## config.mk

```make
export PLATFORM = sky130hd
export DESIGN_NAME = script_source_tokenizer_core
export DESIGN_NICKNAME = d
export VERILOG_FILES = /design/src/design/sst_pkg.sv /design/src/design/script_source_tokenizer_core.sv
export SDC_FILE = /design/constraint.sdc
export NUM_CORES = 1
export LEC_CHECK = 0
export ABC_AREA = 1
export BUFFER_PORTS_ARGS = -buffer_cell sky130_fd_sc_hd__clkbuf_2
export CORE_ASPECT_RATIO = 1.25
export CORE_UTILIZATION = 54
export DETAILED_ROUTE_END_ITERATION = 8
export PLACE_DENSITY = 0.7
export SETUP_SLACK_MARGIN = 0.4
export SLEW_MARGIN = 10
export SYNTH_ARGS = -nofsm -noshare
export SYNTH_HDL_FRONTEND = slang
export SYNTH_SLANG_ARGS = --single-unit
```

## constraint.sdc

```tcl
create_clock -name clk_i -period 11.46 [get_ports clk_i]
set_input_delay 1.146 -clock clk_i [delete_from_list [all_inputs] [get_ports clk_i]]
set_output_delay 1.146 -clock clk_i [all_outputs]
set_load 0.01 [all_outputs]
```

## src/design/sst_pkg.sv

```systemverilog
package sst_pkg;

  // fixed field widths of the token report
  localparam int unsigned POS_W = 16;
  localparam int unsigned LEN_W = 6;
  localparam int unsigned SYM_W = 16;

  // default sizing
  localparam int unsigned MAX_LEXEME_DEF  = 49;
  localparam int unsigned COORD_WIDTH_DEF = 16;

  // number of leading word characters kept for keyword matching
  localparam int unsigned PREFIX_DEPTH = 7;

  // result queue depth, holds two reports of one item plus slack
  localparam int unsigned Q_DEPTH = 4;

  localparam logic [7:0] CH_LF     = 8'h0A;
  localparam logic [7:0] CH_AT     = 8'h40;
  localparam logic [7:0] CH_HASH   = 8'h23;
  localparam logic [7:0] CH_DOLLAR = 8'h24;
  localparam logic [7:0] CH_UNDER  = 8'h5F;

  localparam logic [47:0] KW_SCALAR  = "scalar";
  localparam logic [55:0] KW_FOREACH = "foreach";

  typedef enum logic [2:0] {
    K_KEY  = 3'd0,
    K_ID   = 3'd1,
    K_VAR  = 3'd2,
    K_OP   = 3'd3,
    K_SPEC = 3'd4,
    K_NUM  = 3'd5,
    K_ARGS = 3'd6,
    K_EOF  = 3'd7
  } kind_e;

  typedef struct packed {
    logic [7:0] ch;
    logic       end_of_file;
  } tok_in_t;

  typedef struct packed {
    kind_e            kind;
    logic [POS_W-1:0] start_line;
    logic [POS_W-1:0] start_column;
    logic [LEN_W-1:0] length;
    logic             too_long;
    logic [SYM_W-1:0] symbol_chars;
    logic             keyword_index;
    logic             last;
  } tok_out_t;

  function automatic logic is_alpha(logic [7:0] c);
    return (c >= "a" && c <= "z") || (c >= "A" && c <= "Z");
  endfunction

  function automatic logic is_digit(logic [7:0] c);
    return c >= "0" && c <= "9";
  endfunction

  function automatic logic is_op(logic [7:0] c);
    return c == "+" || c == "-" || c == "*" || c == "/" ||
           c == "=" || c == "<" || c == ">" || c == "!";
  endfunction

  function automatic logic is_spec(logic [7:0] c);
    return c == ";" || c == ":" || c == "." || c == "(" || c == ")" ||
           c == "[" || c == "]" || c == "{" || c == "}";
  endfunction

endpackage

```

## src/design/script_source_tokenizer_core.sv

```systemverilog
// streaming source tokenizer
// input channel: one transaction per source byte (ch) or an end-of-file mark
//   (end_of_file set, ch ignored); accepted when in_valid_i is high and
//   in_stall_o is low
// output channel: one transaction per token report; an item that ends a
//   pending token and is itself a special character or end of file gives
//   two reports, the second one flagged last (a lone report is always last)
// timing: an accepted item is scanned in the cycle it is accepted and its
//   reports enter the result queue, one report leaving it per cycle while
//   out_stall_i is low; one item per clock is taken as long as reports drain
// a four-entry result queue decouples the sides: input is stalled only while
//   fewer than two queue entries are free, so a stalled receiver backs up
//   into the input once three reports are waiting
// reset: scanner idle, line and column at 1, queue empty, no report pending
// whitespace and comments produce no reports but still take one item each
module script_source_tokenizer_core
  import sst_pkg::*;
#(
  parameter int unsigned MAX_LEXEME  = MAX_LEXEME_DEF,
  parameter int unsigned COORD_WIDTH = COORD_WIDTH_DEF
) (
  input  logic     clk_i,
  input  logic     rst_ni,
  input  logic     in_valid_i,
  output logic     in_stall_o,
  input  tok_in_t  in_data_i,
  output logic     out_valid_o,
  input  logic     out_stall_i,
  output tok_out_t out_data_o
);

  localparam int unsigned PTR_W = $clog2(Q_DEPTH);
  localparam int unsigned CNT_W = $clog2(Q_DEPTH + 1);
  localparam int unsigned PIX_W = $clog2(PREFIX_DEPTH);

  typedef enum logic [2:0] {
    M_IDLE, M_WORD, M_DOLLAR, M_VAR, M_NUM, M_OP, M_AT, M_COMMENT
  } mode_e;

  // scanner state
  mode_e                  mode_q, mode_d;
  logic [COORD_WIDTH-1:0] line_q, line_d;
  logic [COORD_WIDTH-1:0] col_q, col_d;
  logic [COORD_WIDTH-1:0] tline_q, tline_d;
  logic [COORD_WIDTH-1:0] tcol_q, tcol_d;
  logic [LEN_W-1:0]       tlen_q, tlen_d;
  logic                   tover_q, tover_d;
  logic [7:0]             hop_q, hop_d;
  logic [7:0]             pfx_q [PREFIX_DEPTH];
  logic [7:0]             pfx_d [PREFIX_DEPTH];

  // result queue
  tok_out_t               fifo_q [Q_DEPTH];
  logic [PTR_W-1:0]       wptr_q, wptr_d;
  logic [PTR_W-1:0]       rptr_q, rptr_d;
  logic [CNT_W-1:0]       cnt_q, cnt_d;

  tok_out_t               rv [2];
  logic [1:0]             nres;
  logic                   in_acc, out_acc;

  function automatic tok_out_t pack_res(kind_e k, logic [COORD_WIDTH-1:0] ln,
                                        logic [COORD_WIDTH-1:0] cl,
                                        logic [LEN_W-1:0] len, logic over,
                                        logic [SYM_W-1:0] sym, logic kwi);
    tok_out_t r;
    r.kind          = k;
    r.start_line    = POS_W'(ln);
    r.start_column  = POS_W'(cl);
    r.length        = len;
    r.too_long      = over;
    r.symbol_chars  = sym;
    r.keyword_index = kwi;
    r.last          = 1'b0;
    return r;
  endfunction

  // room for the two reports a single item may cause
  assign in_stall_o  = cnt_q > CNT_W'(Q_DEPTH - 2);
  assign in_acc      = in_valid_i && !in_stall_o;
  assign out_valid_o = cnt_q != '0;
  assign out_acc     = out_valid_o && !out_stall_i;
  assign out_data_o  = fifo_q[rptr_q];

  // one pass of the scanner over the accepted item
  always_comb begin
    logic [7:0] c;
    logic       eof;
    logic       flush, idle, app, col_only, beg;
    logic       em_op2, em_args, em_spec;
    logic       kw_s, kw_f;

    c        = in_data_i.ch;
    eof      = in_data_i.end_of_file;
    mode_d   = mode_q;
    line_d   = line_q;
    col_d    = col_q;
    tline_d  = tline_q;
    tcol_d   = tcol_q;
    tlen_d   = tlen_q;
    tover_d  = tover_q;
    hop_d    = hop_q;
    pfx_d    = pfx_q;
    rv[0]    = '0;
    rv[1]    = '0;
    nres     = '0;
    flush    = 1'b0;
    idle     = 1'b0;
    app      = 1'b0;
    col_only = 1'b0;
    beg      = 1'b0;
    em_op2   = 1'b0;
    em_args  = 1'b0;
    em_spec  = 1'b0;
    kw_s     = 1'b0;
    kw_f     = 1'b0;

    if (eof) begin
      flush = 1'b1;
    end else begin
      unique case (mode_q)
        M_COMMENT: begin
          if (c == CH_LF) idle = 1'b1;
          else col_only = 1'b1;
        end
        M_WORD, M_VAR: begin
          if (is_alpha(c) || is_digit(c) || c == CH_UNDER) app = 1'b1;
          else begin
            flush = 1'b1;
            idle  = 1'b1;
          end
        end
        M_DOLLAR: begin
          if (is_alpha(c) || c == CH_UNDER) begin
            app    = 1'b1;
            mode_d = M_VAR;
          end else begin
            flush = 1'b1;
            idle  = 1'b1;
          end
        end
        M_NUM: begin
          if (is_digit(c)) app = 1'b1;
          else begin
            flush = 1'b1;
            idle  = 1'b1;
          end
        end
        M_OP: begin
          if (is_op(c)) begin
            app    = 1'b1;
            em_op2 = 1'b1;
            mode_d = M_IDLE;
          end else begin
            flush = 1'b1;
            idle  = 1'b1;
          end
        end
        M_AT: begin
          if (c == CH_UNDER) begin
            app     = 1'b1;
            em_args = 1'b1;
            mode_d  = M_IDLE;
          end else begin
            flush = 1'b1;
            idle  = 1'b1;
          end
        end
        default: idle = 1'b1;
      endcase
    end

    // report whatever token was pending, before a new one is started
    if (flush) begin
      kw_s = !tover_q && tlen_q == LEN_W'(6) &&
             {pfx_q[0], pfx_q[1], pfx_q[2], pfx_q[3], pfx_q[4], pfx_q[5]} == KW_SCALAR;
      kw_f = !tover_q && tlen_q == LEN_W'(7) &&
             {pfx_q[0], pfx_q[1], pfx_q[2], pfx_q[3], pfx_q[4], pfx_q[5],
              pfx_q[6]} == KW_FOREACH;
      case (mode_q)
        M_WORD: begin
          rv[0] = pack_res((kw_s || kw_f) ? K_KEY : K_ID, tline_q, tcol_q, tlen_q,
                           tover_q, '0, kw_f);
          nres  = 2'd1;
        end
        M_DOLLAR: begin
          rv[0] = pack_res(K_SPEC, tline_q, tcol_q, tlen_q, tover_q,
                           {CH_DOLLAR, 8'h00}, 1'b0);
          nres  = 2'd1;
        end
        M_VAR: begin
          rv[0] = pack_res(K_VAR, tline_q, tcol_q, tlen_q, tover_q, '0, 1'b0);
          nres  = 2'd1;
        end
        M_NUM: begin
          rv[0] = pack_res(K_NUM, tline_q, tcol_q, tlen_q, tover_q, '0, 1'b0);
          nres  = 2'd1;
        end
        M_OP: begin
          rv[0] = pack_res(K_OP, tline_q, tcol_q, tlen_q, tover_q,
                           {hop_q, 8'h00}, 1'b0);
          nres  = 2'd1;
        end
        M_AT: begin
          rv[0] = pack_res(K_SPEC, tline_q, tcol_q, tlen_q, tover_q,
                           {CH_AT, 8'h00}, 1'b0);
          nres  = 2'd1;
        end
        default: ;
      endcase
      mode_d = M_IDLE;
    end

    // idle scanner sees the byte, possibly the one that ended a token
    if (idle) begin
      mode_d = M_IDLE;
      if (c == CH_LF) begin
        if (line_q != '1) line_d = line_q + 1'b1;
        col_d = COORD_WIDTH'(1);
      end else if (c == CH_AT) begin
        beg    = 1'b1;
        mode_d = M_AT;
      end else if (c == CH_HASH) begin
        mode_d   = M_COMMENT;
        col_only = 1'b1;
      end else if (c == CH_DOLLAR) begin
        beg    = 1'b1;
        mode_d = M_DOLLAR;
      end else if (is_alpha(c) || c == CH_UNDER) begin
        beg    = 1'b1;
        mode_d = M_WORD;
      end else if (is_digit(c)) begin
        beg    = 1'b1;
        mode_d = M_NUM;
      end else if (is_op(c)) begin
        beg    = 1'b1;
        mode_d = M_OP;
        hop_d  = c;
      end else if (is_spec(c)) begin
        beg     = 1'b1;
        em_spec = 1'b1;
      end else begin
        // blanks and bytes that start nothing
        col_only = 1'b1;
      end
      app = app | beg;
    end

    if (beg) begin
      tline_d = line_q;
      tcol_d  = col_q;
      tlen_d  = '0;
      tover_d = 1'b0;
    end

    if (app) begin
      if (tlen_d < LEN_W'(MAX_LEXEME)) begin
        if (tlen_d < LEN_W'(PREFIX_DEPTH)) pfx_d[tlen_d[PIX_W-1:0]] = c;
        tlen_d = tlen_d + 1'b1;
      end else begin
        tover_d = 1'b1;
      end
    end

    // every consumed byte other than a line feed moves the column
    if ((app || col_only) && col_q != '1) col_d = col_q + 1'b1;

    if (em_op2) begin
      rv[nres[0]] = pack_res(K_OP, tline_d, tcol_d, tlen_d, tover_d, {hop_q, c}, 1'b0);
      nres = nres + 2'd1;
    end
    if (em_args) begin
      rv[nres[0]] = pack_res(K_ARGS, tline_d, tcol_d, tlen_d, tover_d, '0, 1'b0);
      nres = nres + 2'd1;
    end
    if (em_spec) begin
      rv[nres[0]] = pack_res(K_SPEC, tline_d, tcol_d, tlen_d, tover_d, {c, 8'h00}, 1'b0);
      nres = nres + 2'd1;
    end
    if (eof) begin
      rv[nres[0]] = pack_res(K_EOF, line_q, col_q, '0, 1'b0, '0, 1'b0);
      nres = nres + 2'd1;
    end

    if (nres == 2'd1) rv[0].last = 1'b1;
    if (nres == 2'd2) rv[1].last = 1'b1;
  end

  // queue pointers and occupancy
  always_comb begin
    wptr_d = wptr_q;
    rptr_d = rptr_q;
    cnt_d  = cnt_q;
    if (in_acc) begin
      wptr_d = wptr_q + PTR_W'(nres);
      cnt_d  = cnt_d + CNT_W'(nres);
    end
    if (out_acc) begin
      rptr_d = rptr_q + 1'b1;
      cnt_d  = cnt_d - 1'b1;
    end
  end

  always_ff @(posedge clk_i or negedge rst_ni) begin
    if (!rst_ni) begin
      mode_q  <= M_IDLE;
      line_q  <= COORD_WIDTH'(1);
      col_q   <= COORD_WIDTH'(1);
      tline_q <= '0;
      tcol_q  <= '0;
      tlen_q  <= '0;
      tover_q <= 1'b0;
      hop_q   <= '0;
      wptr_q  <= '0;
      rptr_q  <= '0;
      cnt_q   <= '0;
    end else begin
      if (in_acc) begin
        mode_q  <= mode_d;
        line_q  <= line_d;
        col_q   <= col_d;
        tline_q <= tline_d;
        tcol_q  <= tcol_d;
        tlen_q  <= tlen_d;
        tover_q <= tover_d;
        hop_q   <= hop_d;
      end
      wptr_q <= wptr_d;
      rptr_q <= rptr_d;
      cnt_q  <= cnt_d;
    end
  end

  // payload storage, no reset
  always_ff @(posedge clk_i) begin
    if (in_acc) begin
      pfx_q <= pfx_d;
      if (nres != 2'd0) fifo_q[wptr_q] <= rv[0];
      if (nres == 2'd2) fifo_q[wptr_q + 1'b1] <= rv[1];
    end
  end

endmodule

```

==> impl_metrics.json, run 1 <==
{
  "run_status": "finished clean",
  "period_share": 0.658,
  "antenna_found_initial": 0,
  "yosysUniqueCellTypes": 54,
  "worstSetupPathType": "in2reg",
  "cts_buffers": 40,
  "rows": 78,
  "fin_nets": 2320,
  "post_route_cells_drive_above_1_share": 0.0912,
  "seq_area_um2": 11100,
  "critical_path_buf_inv_count": 7,
  "crit_top_cell": "nand2_1",
  "final-max-slew-violation-count": 0,
  "irDropWorstVdd_v": 0.000151,
  "cts_max_path_buffers": 3,
  "die_y_um": 216,
  "synth_flop_cell": "edfxtp_1",
  "grt_overflow_total": 0,
  "synth-seq-cells": 385,
  "drc": 0,
  "synthArstFlopShare": 0.231,
  "drt_iter0_drc": 1797,
  "fillers": 3102,
  "ioPinCount": 75,
  "ys_warn_count": 0,
  "arrival_ps": 7710,
  "antenna_cells": 0,
  "routed_wl_um": 52800,
  "routabilityCongestion": 0.927,
  "wl_per_cell_um": 18.8,
  "cp_slowest_cell": "nand2_1",
  "firstDrtPassIters": 6,
  "max_freq_mhz": 133,
  "rsz0062_at_grt": "no",
  "p_leak_nw": 8.48,
  "cts_tree": "yes",
  "path_clk_slew_ps": 60,
  "cts_resized": 0,
  "yosysSeqAreaShare": 0.560,
  "max_cap_viol_count": 0,
  "grt_max_degree": 122,
  "required_ps": 11630,
  "drt.antenna.violating_nets": 0,
  "r2r_slack_ps": 4270,
  "slew_headroom": 0.168,
  "clk_latency_ps": 550,
  "seqPwrFrac": 0.354,
  "io_buffers": 74,
  "multiInputGateArea_um2": 7520,
  "combPwrFrac": 0.390,
  "vias": 16397,
  "dieArea_um2": 37500,
  "grt_usage": 0.281,
  "dp_hpwl_um": 33800,
  "hold_viol": 0,
  "vias_per_cell": 5.85,
  "critPathCaptureType": "flip-flop",
  "finalSetupViolCount": 0,
  "grt_pass1_vias": 15228,
  "syn_inst": 2274,
  "power.share.clock": 0.257,
  "die_w_um": 173,
  "p_int_mw": 3.27,
  "period_needed_ps": 7540,
  "cts-root-buf": "clkbuf_16",
  "grt_pass1_wl_um": 82200,
  "worstMarginPinSlew_ps": 1230,
  "synth_area_um2": 19800,
  "cp_top_family": "simple AND/OR/NAND/NOR gates",
  "cp_slowest_stage_delay_ps": 870,
  "coreArea_um2": 36200,
  "critPathMaxFanout": 78,
  "p_sw_frac": 0.396,
  "start_util": 0.548,
  "startpoint_type": "input pin",
  "synth_edf_count": 296,
  "syn_to_final_growth_pct": 10.1,
  "worstPathCellList": "clkbuf_2 -> inv_2 -> nand2_1 -> nor2_1 -> inv_1 -> o21bai_2 -> nand2_1 -> nand2_1 -> nor2_1 -> ha_1 -> ha_1 -> nand2_1 -> inv_1 -> nand2_1 -> nand2_4 -> nor3_4 -> buf_4 -> inv_2 -> o21ai_4 -> buf_4",
  "power_switching_mw": 2.14,
  "cts_setup_buffers": 0,
  "hold_buffers": 0,
  "skew_ps": 22.3,
  "syn_area_per_cell_um2": 8.73,
  "cts_sinks": 385,
  "hold_path.class": "reg2reg",
  "finalPower_mw": 5.41,
  "cts.htree.levels": 2,
  "powerDensity_nw_per_um2": 248,
  "setup-tns-final_ps": 0
}
per-layer routing:
layer	global-route usage	wire, um	vias up
met5	0	0	-
met4	0.0891	1420	0
met3	0.0402	4830	99
met2	0.450	24200	741
met1	0.398	22300	7774
li1	-	-	7783
cell type report:
type                    count  area share
flip-flops and latches    385       0.509
multi-input cells        1593       0.344
clock buffers              45      0.0467
inverters                 178      0.0306
well taps                 480      0.0275
repair buffers             96      0.0246
clock inverters            28      0.0175
cell usage in the layout (no fill, tap or decap), drive strengths merged, types with 23 or more instances in the layout:
cell	instances
nand2	596
o21ai	441
edfxtp	296
nor2	232
inv	177
clkbuf	118
dfrtp	87
nand3	84
o22ai	69
a21oi	48
nor3	31
buf	23
worst reg2reg max path, delay by kind of cell, from the launching register on:
kind | cells | cell delay, ps
and+or+nand+nor | 8 | 3010
buffers and inverters | 5 | 2190
adders and majority gates | 2 | 780
DFF | 1 | 450
AOI/OAI and AO/OA | 1 | 320
kinds of logic after synthesis:
group | Yosys count | share of synthesized area
and+or+nand+nor | 979 | 0.205
xor gates and xnor gates | 17 | 0.00750
AOI/OAI and AO/OA | 575 | 0.152
other | 1 | 0.000189
muxes | 1 | 0.000504
adders and majority gates | 13 | 0.00857
DFF | 385 | 0.560
buffers and inverters | 303 | 0.0660
cells in the mapped netlist (all sizes together) (31+ instances only):
| cell | count | area (um2) |
|---|---|---|
| clkbuf | 70 | 272 |
| o21ai | 441 | 2210 |
| nand2 | 596 | 2270 |
| o22ai | 69 | 432 |
| buf | 55 | 370 |
| inv | 176 | 661 |
| nor3 | 31 | 216 |
| dfrtp | 87 | 2180 |
| nand3 | 84 | 425 |
| a21oi | 48 | 240 |
| nor2 | 232 | 910 |
| edfxtp | 296 | 8890 |
power groups by stage:
stage | Clock (mW) | Combinational (mW) | Sequential, mW
detailed placement | 0 | 2.08 | 1.94
finish | 1.39 | 2.11 | 1.91
floorplan | 0 | 1.39 | 1.94
global placement | 0 | 2.03 | 1.93
global route | 1.46 | 2.34 | 1.93
CTS | 1.41 | 2.09 | 1.91
final timing paths:
| path | startpoint | endpoint | depth (start not counted) |
|---|---|---|---|
| max reg2reg | mode_q[1] | fifo_q[0][25] | 16 |
| min reg2reg | hop_q[6] | hop_q[6] | 2 |
| max | in_data_i[5] | fifo_q[0][25] | 20 |
| min in group asynchronous | rst_ni | tline_q[3] | 1 |
| max in group asynchronous | rst_ni | rptr_q[0] | 2 |
| min | hop_q[6] | hop_q[6] | 2 |
flip-flops by register name, summed over array words and instances, names as in the netlist, 6 cells and up:
name and flops:
col_q 16, tcol_q 16, tlen_q 6, pfx_q 56, fifo_q 240, hop_q 8
tline_q 16, line_q 16
through the flow:
| step | setup slack (ps) | utilization | instance area [um2] | hold WS [ps] | cells |
|---|---|---|---|---|---|
| floorplan | 2690 | - | 19900 | 436 | 2281 |
| global route | 3450 | 0.603 | 21900 | 511 | 2805 |
| finish | 3920 | 0.603 | 21900 | 475 | 2805 |
| detailed placement | 3390 | 0.565 | 20400 | 462 | 2732 |
| global placement | 3550 | 0.565 | 20400 | 455 | 2732 |
| CTS | 3970 | 0.603 | 21800 | 476 | 2805 |
Note: power is estimated with default switching activity, not from simulation.
==> inputs of run 2 (changes only) <==
Settings changed: PLACE_DENSITY 0.7 to 0.73.
Clock period 11.46 ns to 6.55 ns, I/O delays scaled along.
==> impl_metrics.json, run 2 (synthesized netlist as in run 1, its figures left out) <==
{
  "io_buffers": 74,
  "combPwrFrac": 0.393,
  "r2r_slack_ps": 1400,
  "grt_usage": 0.282,
  "power.share.clock": 0.244,
  "startpoint_type": "flip-flop",
  "path_clk_slew_ps": 60,
  "dieArea_um2": 37500,
  "routed_wl_um": 52900,
  "cts_resized": 0,
  "p_leak_nw": 8.48,
  "arrival_ps": 5320,
  "start_util": 0.548,
  "cts_tree": "yes",
  "worstMarginPinSlew_ps": 1180,
  "p_sw_frac": 0.399,
  "dp_hpwl_um": 32600,
  "r2r_cells": 19,
  "coreArea_um2": 36200,
  "grt_pass1_vias": 15515,
  "finalInstanceArea_um2": 21800,
  "setup-tns-final_ps": 0,
  "finalSetupViolCount": 0,
  "period_needed_ps": 5150,
  "cts_max_path_buffers": 3,
  "worstSetupPathType": "reg2reg",
  "drt_iter0_drc": 1559,
  "layout_common_cells": "nand2_1 (588), edfxtp_1 (296), o21ai_0 (281), nor2_1 (223), inv_1 (159)",
  "cts_setup_buffers": 0,
  "ioPinCount": 75,
  "regMostFlops": "fifo_q",
  "drt.antenna.violating_nets": 0,
  "firstDrtPassIters": 7,
  "largestRegisters": "fifo_q: 240 flops, pfx_q: 56 flops",
  "cts-root-buf": "clkbuf_16",
  "hold_path.class": "in2async",
  "hold_ws_ps": 75.0,
  "antenna_cells": 0,
  "post_route_cells_drive_above_1_share": 0.0938,
  "run_status": "finished clean",
  "hold_buffers": 0,
  "power_switching_mw": 3.69,
  "grt_max_degree": 108,
  "required_ps": 6720,
  "vias_per_cell": 5.83,
  "cts_buffers": 39,
  "final-max-slew-violation-count": 0,
  "grt_overflow_total": 0,
  "r2r-start": "mode_q[1]",
  "routabilityCongestion": 0.876,
  "place_inst": 2744,
  "cts_sinks": 385,
  "rsz0062_at_grt": "no",
  "antenna_found_initial": 0,
  "critPathCaptureType": "flip-flop",
  "final_common_cell": "nand2_1",
  "p_int_mw": 5.55,
  "largest_reg_flops": 240,
  "powerDensity_nw_per_um2": 424,
  "max_freq_mhz": 194,
  "irDropWorstVdd_v": 0.000289,
  "worstReg2RegEnd": "fifo_q[1][44]",
  "seqPwrFrac": 0.363,
  "finalPower_mw": 9.24,
  "wl_per_cell_um": 18.8,
  "die_y_um": 216,
  "die_w_um": 173,
  "fin_cells": 2814,
  "syn_to_final_growth_pct": 9.90,
  "critPathMaxFanout": 43,
  "vias": 16402,
  "hold_viol": 0,
  "period_share": 0.786,
  "drc": 0,
  "cts.htree.levels": 2,
  "grt_pass1_wl_um": 82400,
  "fin_nets": 2331,
  "place_area_um2": 20500,
  "clk_latency_ps": 560,
  "max_cap_viol_count": 0,
  "slew_headroom": 0.206,
  "rows": 78,
  "skew_ps": 39.0
}
## run 2: power groups by stage
| stage | logic, mW | registers, mW | clock network, mW |
|---|---|---|---|
| after floorplan | 2.43 | 3.37 | 0 |
| after global placement | 3.49 | 3.39 | 0 |
| after detailed placement | 3.60 | 3.40 | 0 |
| after CTS | 3.61 | 3.35 | 2.28 |
| after global routing | 4.02 | 3.39 | 2.37 |
| final | 3.63 | 3.36 | 2.25 |
## run 2: per-layer routing
metal / global-route usage / vias up / routed length [um]
met2: 0.477 / 768 / 25500
met5: 0 / - / 0
met1: 0.366 / 7684 / 21300
met4: 0.114 / 0 / 1770
li1: - / 7820 / -
met3: 0.0404 / 130 / 4420
## run 2: worst max path at each step
stage,start,to,slack (ps),depth (start not counted)
global route,mode_q[0],fifo_q[3][56],1190,22
CTS,mode_q[1],fifo_q[2][22],1470,19
finish,mode_q[1],fifo_q[1][44],1400,19
floorplan,in_data_i[8],fifo_q[1][0],-140,20
global placement,in_data_i[7],fifo_q[1][8],1100,24
detailed placement,in_data_i[7],fifo_q[3][8],960,24
## run 2: cell type report
type	instances	area [um2]
well taps	480	601
flip-flops and latches	385	11100
multi-input cells	1593	7530
fillers	3051	14400
clock inverters	22	256
inverters	178	669
clock buffers	48	1010
repair buffers	108	628
## run 2: metrics by stage
| step | utilization | setup slack [ps] |
|---|---|---|
| 3_5_place_dp | 0.567 | 962 |
| 6_report | 0.602 | 1400 |
| 2_1_floorplan | - | -141 |
| 5_1_grt | 0.602 | 1190 |
| 4_1_cts | 0.602 | 1470 |
| 3_3_place_gp | 0.567 | 1100 |
## run 2: worst max-delay path: stages, from the launching register on
cell and delay (ps):
dfrtp_1 470, nand2_1 160, nor2_1 340, nand3_1 130, nand2_1 100, inv_2 50, nand4_1 130, nand2_1 90
inv_1 210, ha_1 290, ha_1 380, nand2_1 100, buf_4 400, inv_1 160, nand2_1 140, nand2_4 120
inv_1 140, o21ai_0 370, o21ai_4 300, buf_4 610
==> inputs of run 3 (changes only) <==
Settings changed: PLACE_DENSITY 0.73 to 0.7.
Clock period 6.55 ns to 4.8 ns, I/O delays scaled along.
==> impl_metrics.json, run 3 (synthesized netlist as in run 1, its figures left out) <==
{
  "hold_buffers": 0,
  "final-max-slew-violation-count": 0,
  "r2r_slack_ps": 740,
  "worstPathCellList": "nand2_1 -> nor2_1 -> nand2_1 -> nand2_1 -> inv_2 -> nand2_1 -> inv_2 -> nand4_1 -> nand2_1 -> inv_2 -> ha_4 -> ha_4 -> inv_2 -> nand2_4 -> nand3_1 -> nand2_1 -> inv_1 -> ha_1 -> fa_1 -> o21ai_1 -> ha_1 -> nand2_1 -> xor2_1 -> inv_1",
  "hold_ws_ps": 35.9,
  "die_y_um": 216,
  "grt_overflow_total": 0,
  "vias_per_cell": 5.75,
  "required_ps": 5220,
  "setup-tns-final_ps": 0,
  "rsz0062_at_grt": "no",
  "finalPower_mw": 12.8,
  "finalSetupViolCount": 0,
  "final_util": 0.612,
  "finalInstanceArea_um2": 22200,
  "finalWorstSetupSlack_ps": 743,
  "fillers": 3096,
  "cts_setup_buffers": 0,
  "largestRegisters": "fifo_q: 240 flops, pfx_q: 56 flops",
  "worstMarginPinSlew_ps": 986,
  "routed_wl_um": 53300,
  "cts_resized": 0,
  "irDropWorstVdd_v": 0.000321,
  "slew_headroom": 0.343,
  "largest_reg_flops": 240,
  "die_w_um": 173,
  "coreArea_um2": 36200,
  "syn_to_final_growth_pct": 11.6,
  "routabilityCongestion": 0.854,
  "io_buffers": 74,
  "clk_latency_ps": 550,
  "start_util": 0.548,
  "max_cap_viol_count": 0,
  "critPathMaxFanout": 9,
  "ioPinCount": 75,
  "place_area_um2": 20900,
  "powerDensity_nw_per_um2": 576,
  "run_status": "finished clean",
  "skew_ps": 24.3,
  "fin_nets": 2354,
  "wl_per_cell_um": 18.8,
  "multiInputGateArea_um2": 7560,
  "p_leak_nw": 8.63,
  "grt_pass1_wl_um": 84400,
  "cp_slowest_cell": "dfrtp_1",
  "layout_common_cells": "nand2_1 (587), edfxtp_1 (296), o21ai_0 (279), nor2_1 (221), inv_1 (156)",
  "cts.htree.levels": 2,
  "arrival_ps": 4480,
  "rows": 78,
  "hold_path.class": "in2async",
  "grt_pass1_vias": 15733,
  "crit_top_cell": "nand2_1",
  "regMostFlops": "fifo_q",
  "path_clk_slew_ps": 60,
  "critPathCaptureType": "flip-flop",
  "critical_path_buf_inv_count": 6,
  "dp_hpwl_um": 34100,
  "drt_iter0_drc": 1680,
  "grt_usage": 0.288,
  "grt_max_degree": 94,
  "seq_area_um2": 11100,
  "cts_tree": "yes",
  "place_ws_ps": 237,
  "drc": 0,
  "startpoint_type": "flip-flop",
  "fin_cells": 2839,
  "hold_viol": 0,
  "antenna_cells": 0,
  "dieArea_um2": 37500,
  "cts_buffers": 39,
  "post_route_cells_drive_above_1_share": 0.107,
  "antenna_found_initial": 0,
  "final_common_cell": "nand2_1",
  "cp_top_family": "adder cells",
  "cts-root-buf": "clkbuf_16",
  "max_freq_mhz": 247,
  "period_needed_ps": 4060,
  "firstDrtPassIters": 6,
  "cts_max_path_buffers": 3,
  "period_share": 0.845,
  "place_inst": 2767,
  "vias": 16325,
  "cts_sinks": 385,
  "worstSetupPathType": "reg2reg",
  "drt.antenna.violating_nets": 0,
  "cp_slowest_stage_delay_ps": 470
}
## run 3: cell types whose count changed in the layout (fill, tap and decap cells not counted), moves of 3 or more
| cell | change |
|---|---|
| inv_2 | +3 |
| buf_4 | +13 |
| clkbuf_1 | +3 |
| buf_12 | +10 |
| clkinv_1 | -4 |
| inv_1 | -3 |
| clkinv_2 | +4 |
## run 3: power breakdown
group	total (mW)	switching, mW	internal [mW]
combinational	5.07	3.53	1.54
sequential	4.63	0.256	4.37
clock	3.05	1.28	1.78
## run 3: layout make-up
class / instances / area share
Clock buffer: 53 / 0.0478
Clock inverter: 19 / 0.00971
Inverter: 178 / 0.0302
Multi-Input combinational cell: 1593 / 0.341
Sequential cell: 385 / 0.502
Tap cell: 480 / 0.0271
Timing Repair Buffer: 131 / 0.0418
## run 3: worst paths after layout
check / startpoint / to / cells past startpoint
worst max-delay path: mode_q[1] / cnt_q[2] / 24
worst min-delay path: rst_ni / line_q[2] / 1
worst max register to register: mode_q[1] / cnt_q[2] / 24
worst min register to register: hop_q[6] / hop_q[6] / 2
max in group asynchronous: rst_ni / tover_q / 2
min in group clk_i: in_data_i[8] / pfx_q[39] / 1
## run 3: routing by layer
metal	routed length, um	GRT usage	vias up
met3	4100	0.0428	119
met2	25900	0.493	636
met1	21900	0.373	7708
li1	-	-	7862
met5	0	0	-
met4	1500	0.101	0
